## config.mk

```make
export PLATFORM = sky130hd
export DESIGN_NAME = ffbt_ram
export DESIGN_NICKNAME = d
export VERILOG_FILES = /design/src/design/ffbt_ram.sv
export SDC_FILE = /design/constraint.sdc
export NUM_CORES = 1
export LEC_CHECK = 0
export ABC_CLOCK_PERIOD_IN_PS = 2430
export CORE_MARGIN = 10
export CORE_UTILIZATION = 45
export CTS_BUF_LIST = sky130_fd_sc_hd__clkbuf_8
export DETAILED_ROUTE_END_ITERATION = 6
export DONT_BUFFER_PORTS = 1
export SETUP_SLACK_MARGIN = 0.2
export SLEW_MARGIN = 40
export SYNTH_ARGS = -nofsm -noshare
export SYNTH_HDL_FRONTEND = slang
export SYNTH_SLANG_ARGS = --single-unit
```

## constraint.sdc

```tcl
create_clock -name clk -period 2.43 [get_ports clk]
set_clock_uncertainty 0.05 [all_clocks]
set_input_delay 0.243 -clock clk [delete_from_list [all_inputs] [get_ports clk]]
set_output_delay 0.243 -clock clk [all_outputs]
set_load 0.005 [all_outputs]
```

## src/design/ffbt_ram.sv

```systemverilog
`timescale 1ns / 1ps
// ----------------------------------------------------------------------------
// ffbt_ram
// generic single-port ram with registered read
// ----------------------------------------------------------------------------
module ffbt_ram #(
    parameter int WIDTH = 8,
    parameter int DEPTH = 16
) (
    input  logic                     clk,
    input  logic                     we,
    input  logic [$clog2(DEPTH)-1:0] addr,
    input  logic [WIDTH-1:0]         wdata,
    output logic [WIDTH-1:0]         rdata
);

    logic [WIDTH-1:0] mem [DEPTH];

    always_ff @(posedge clk)
    begin
        if (we)
        begin
            mem[addr] <= wdata;
        end
        rdata <= mem[addr];
    end

endmodule

```

==> results <==
- The run finished with clean final reports.
- The final design utilization is ~53%.
- Buffers inserted during clock tree synthesis total 17.
- The max-cap check violation count is 0.
- The accumulated negative setup slack is 0 ns.
- At the pin with the least slew margin, the transition time is 0.794 ns.
- The total clock sinks is roughly 140.
- Dividing the final minimum period by the clock period gives 66.9%.
- The mapped netlist covers ~5000 um2.
- After clock tree synthesis, the clock-pin slew on the worst setup and hold paths is roughly 0.080 ns.
- The first global-routing pass estimated 15.1 mm of wire.
- STA classifies the critical path endpoint as a flip-flop.
- Total power for the finished layout comes to a little under 5 mW.
- The synthesized design contains between 100 and 150 register bits.
- The number of cells produced by synthesis is 230.
- The source-to-sink clock delay at the later pin of the worst-skew pair is between 0.4 and 0.5 ns.
- Averaged over all synthesized cells, the footprint is between 20 and 25 um2.
- The average detailed-routed wire length per instance is ~23 um.
- The core box area is roughly 11000 um2.
- The post-synthesis sequential area ratio is about four fifths.
- The post-synthesis net count is 244.
- Setup repair after global routing left no endpoint under its margin.
- The average vias per placed instance is around 5.5.
- The initial antenna violation count came to 0.
- STA puts the critical path data required time at between 2 and 3 ns.
- The power per cell area is ~830 nW/um2.
- The die area is roughly 16000 um2.
- After the last flow step, the layout net total stands at 273.
- The final wirelength is about 9.6 mm.
- The number of input and output port buffers inserted is 0.
- Derived from the worst setup path, the maximum achievable clock frequency is 615 MHz.
- After legalization and detailed placement, the total HPWL measured 6.00 mm.
- Setup violations remaining at the end of the flow were counted as 0.
- The worst register-to-register path has a depth of 3.
- The count of synthesis-stage warnings from yosys is 0.
- The number of global-route vias before repair is approximately 2500.
- Headroom to the max-slew limit came out at between 40% and 50%.
- The overall die height is about 130 um.
- For the worst setup path, the data arrival time is ~1.7 ns.
- The tree is rooted in a sky130_fd_sc_hd__clkbuf_8.
- The count of nets left with antenna violations once routing finished came out at 0.
- The number of cells on the worst hold path is 3.
- The final standard cell area without fillers is 5820 um2.
- The first-iteration detailed-routing DRC count is 220.
- The number of setup buffers added after CTS is 0.
- The kind of path behind the tightest hold check is in2reg.
- The maximum fanout encountered on the critical timing path is 39.
- Summing all placed instances gives a cell area of ~5300 um2.
- The number of hold-slack violations in the final timing report was 0.
- The fraction of final layout cells sized beyond drive strength 1 is 29.0%.
- For this run the aggregate overflow at the end of global routing stands at 0.
- The floorplan has 38 rows.
- Synthesis instantiated 18 different standard cells from the library.
- The global router's overall resource usage is 12.8%.
- The CTS tree is built.
- 0 antenna diodes ended up in the layout.
- Entering global routing, the biggest net connects 40 pins.
- The global placer's final weighted congestion is 0.717.
- Subtracting the final worst setup slack from the clock period gives around 1.6 ns.
- The leakage power total is 1.86 nW.
- The I/O pin count is 22.
- The critical path in this run is classified as in2reg.
- The die extent in x is roughly 130 um.
- Relative to the synthesized area, the layout overhead comes to 14.9%.
- The number of H-tree branching levels is 4.
- The initial utilization of the core area, before any placement, comes to between 40% and 50%.
- The maximum clock insertion buffer count is 2.
- The max-slew violation total from the final report is 0.
- The worst setup slack after placement is between 0.6 and 0.7 ns.
- The filler cell count in the final layout is 845.
- Setup slack closes at 0.804 ns.
- Across the VDD grid, the largest voltage drop is 0.000345 V.
- For this run, design rule violations remaining after detail routing come to 0.
- The worst setup path is launched from a primary input.
- The detailed-router iteration count before antenna repair is 6.
- The final route contains about 2300 vias.
## cells by family (layout without fill, tap and decap cells)
group           Yosys count  in the layout  synth area share, %
flops                   136            136                 79.0
simple gates             35             35                 3.21
mux                      32             32                 14.2
compound gates           16             16                 2.37
buf+inv                  11             53                 1.19
## cells in the final DEF (no fill, tap or decap), types with 4 or more instances in the layout
master / instances
sky130_fd_sc_hd__a22oi_1: 16
sky130_fd_sc_hd__clkinv_4: 6
sky130_fd_sc_hd__nor2_1: 10
sky130_fd_sc_hd__clkbuf_8: 17
sky130_fd_sc_hd__edfxtp_1: 128
sky130_fd_sc_hd__nor3_1: 4
sky130_fd_sc_hd__buf_4: 11
sky130_fd_sc_hd__dfxtp_1: 8
sky130_fd_sc_hd__dlygate4sd3_1: 10
sky130_fd_sc_hd__mux4_2: 32
sky130_fd_sc_hd__nand2_1: 9
sky130_fd_sc_hd__inv_6: 4
sky130_fd_sc_hd__bufinv_16: 4
## cell type report
cell class,count,area [um2],area share [%]
timing repair buffer,21,183,3.14
clock buffer,17,234,4.02
multi-input combinational,83,1010,17.4
sequential,136,4000,68.8
tap,140,175,3.01
clock inverter,15,215,3.70
## timing repair
| action | in CTS | in global routing |
|---|---|---|
| gates resized for setup | 0 | 0 |
| setup endpoints to repair | 0 | 0 |
| endpoints found under the hold margin | 131 | 0 |
| hold buffers | 10 | 0 |
## worst paths after layout
kind / from / end / slack (ns)
setup / recovery: addr[0] / mem[0][5] / 0.80
hold / removal: addr[1] / rdata[5] / 0.08
setup reg to reg: mem[0][1] / rdata[1] / 1.02
hold reg to reg: mem[14][5] / rdata[5] / 0.64
## per-stage QoR
step / hold slack [ns] / cells
5_1_grt: 0.0674 / 412
6_report: 0.0849 / 412
2_1_floorplan: 0.292 / 230
3_5_place_dp: 0.293 / 370
4_1_cts: 0.0515 / 412
3_3_place_gp: 0.293 / 370
## state kept, by name, indices dropped and copies added (netlist names)
signal / flops
mem: 128
rdata: 8
## power by group
group	switching, mW	total (mW)	leakage [nW]	internal, mW
combinational	0.0911	0.181	0.412	0.0898
clock	0.895	2.03	0.222	1.14
sequential	0.0186	2.64	1.22	2.62
total	1.00	4.85	1.86	3.85
## worst max-delay path: stages
cell and delay (ns):
sky130_fd_sc_hd__dlygate4sd3_1 0.57, sky130_fd_sc_hd__nor3_1 0.23, sky130_fd_sc_hd__dlygate4sd3_1 0.67
## routing by layer
metal	wire (um)	GRT usage [%]	part of all wire [%]	vias up
met1	3860	15.8	40	1183
li1	-	-	-	1022
met4	151	5.83	1.6	0
met2	5050	20.4	52	61
met3	584	3.57	6.1	14
met5	0	0	0	-
## cells in the mapped netlist
library cell | count | area, um2
sky130_fd_sc_hd__nand2_1 | 9 | 33.8
sky130_fd_sc_hd__nor2b_1 | 2 | 12.5
sky130_fd_sc_hd__and2_1 | 1 | 6.26
sky130_fd_sc_hd__nor3_1 | 4 | 20.0
sky130_fd_sc_hd__buf_6 | 2 | 22.5
sky130_fd_sc_hd__nor2_1 | 13 | 48.8
sky130_fd_sc_hd__or3b_2 | 1 | 8.76
sky130_fd_sc_hd__clkbuf_2 | 1 | 5.00
sky130_fd_sc_hd__a22oi_1 | 16 | 120
sky130_fd_sc_hd__dfxtp_1 | 8 | 160
sky130_fd_sc_hd__nand3_1 | 1 | 5.00
sky130_fd_sc_hd__nand3b_1 | 2 | 15.0
sky130_fd_sc_hd__buf_1 | 4 | 15.0
sky130_fd_sc_hd__nand2b_1 | 2 | 12.5
sky130_fd_sc_hd__buf_2 | 2 | 10.0
sky130_fd_sc_hd__edfxtp_1 | 128 | 3840
sky130_fd_sc_hd__clkbuf_1 | 2 | 7.51
sky130_fd_sc_hd__mux4_2 | 32 | 721
No activity file was read; power rests on OpenSTA's default activity.
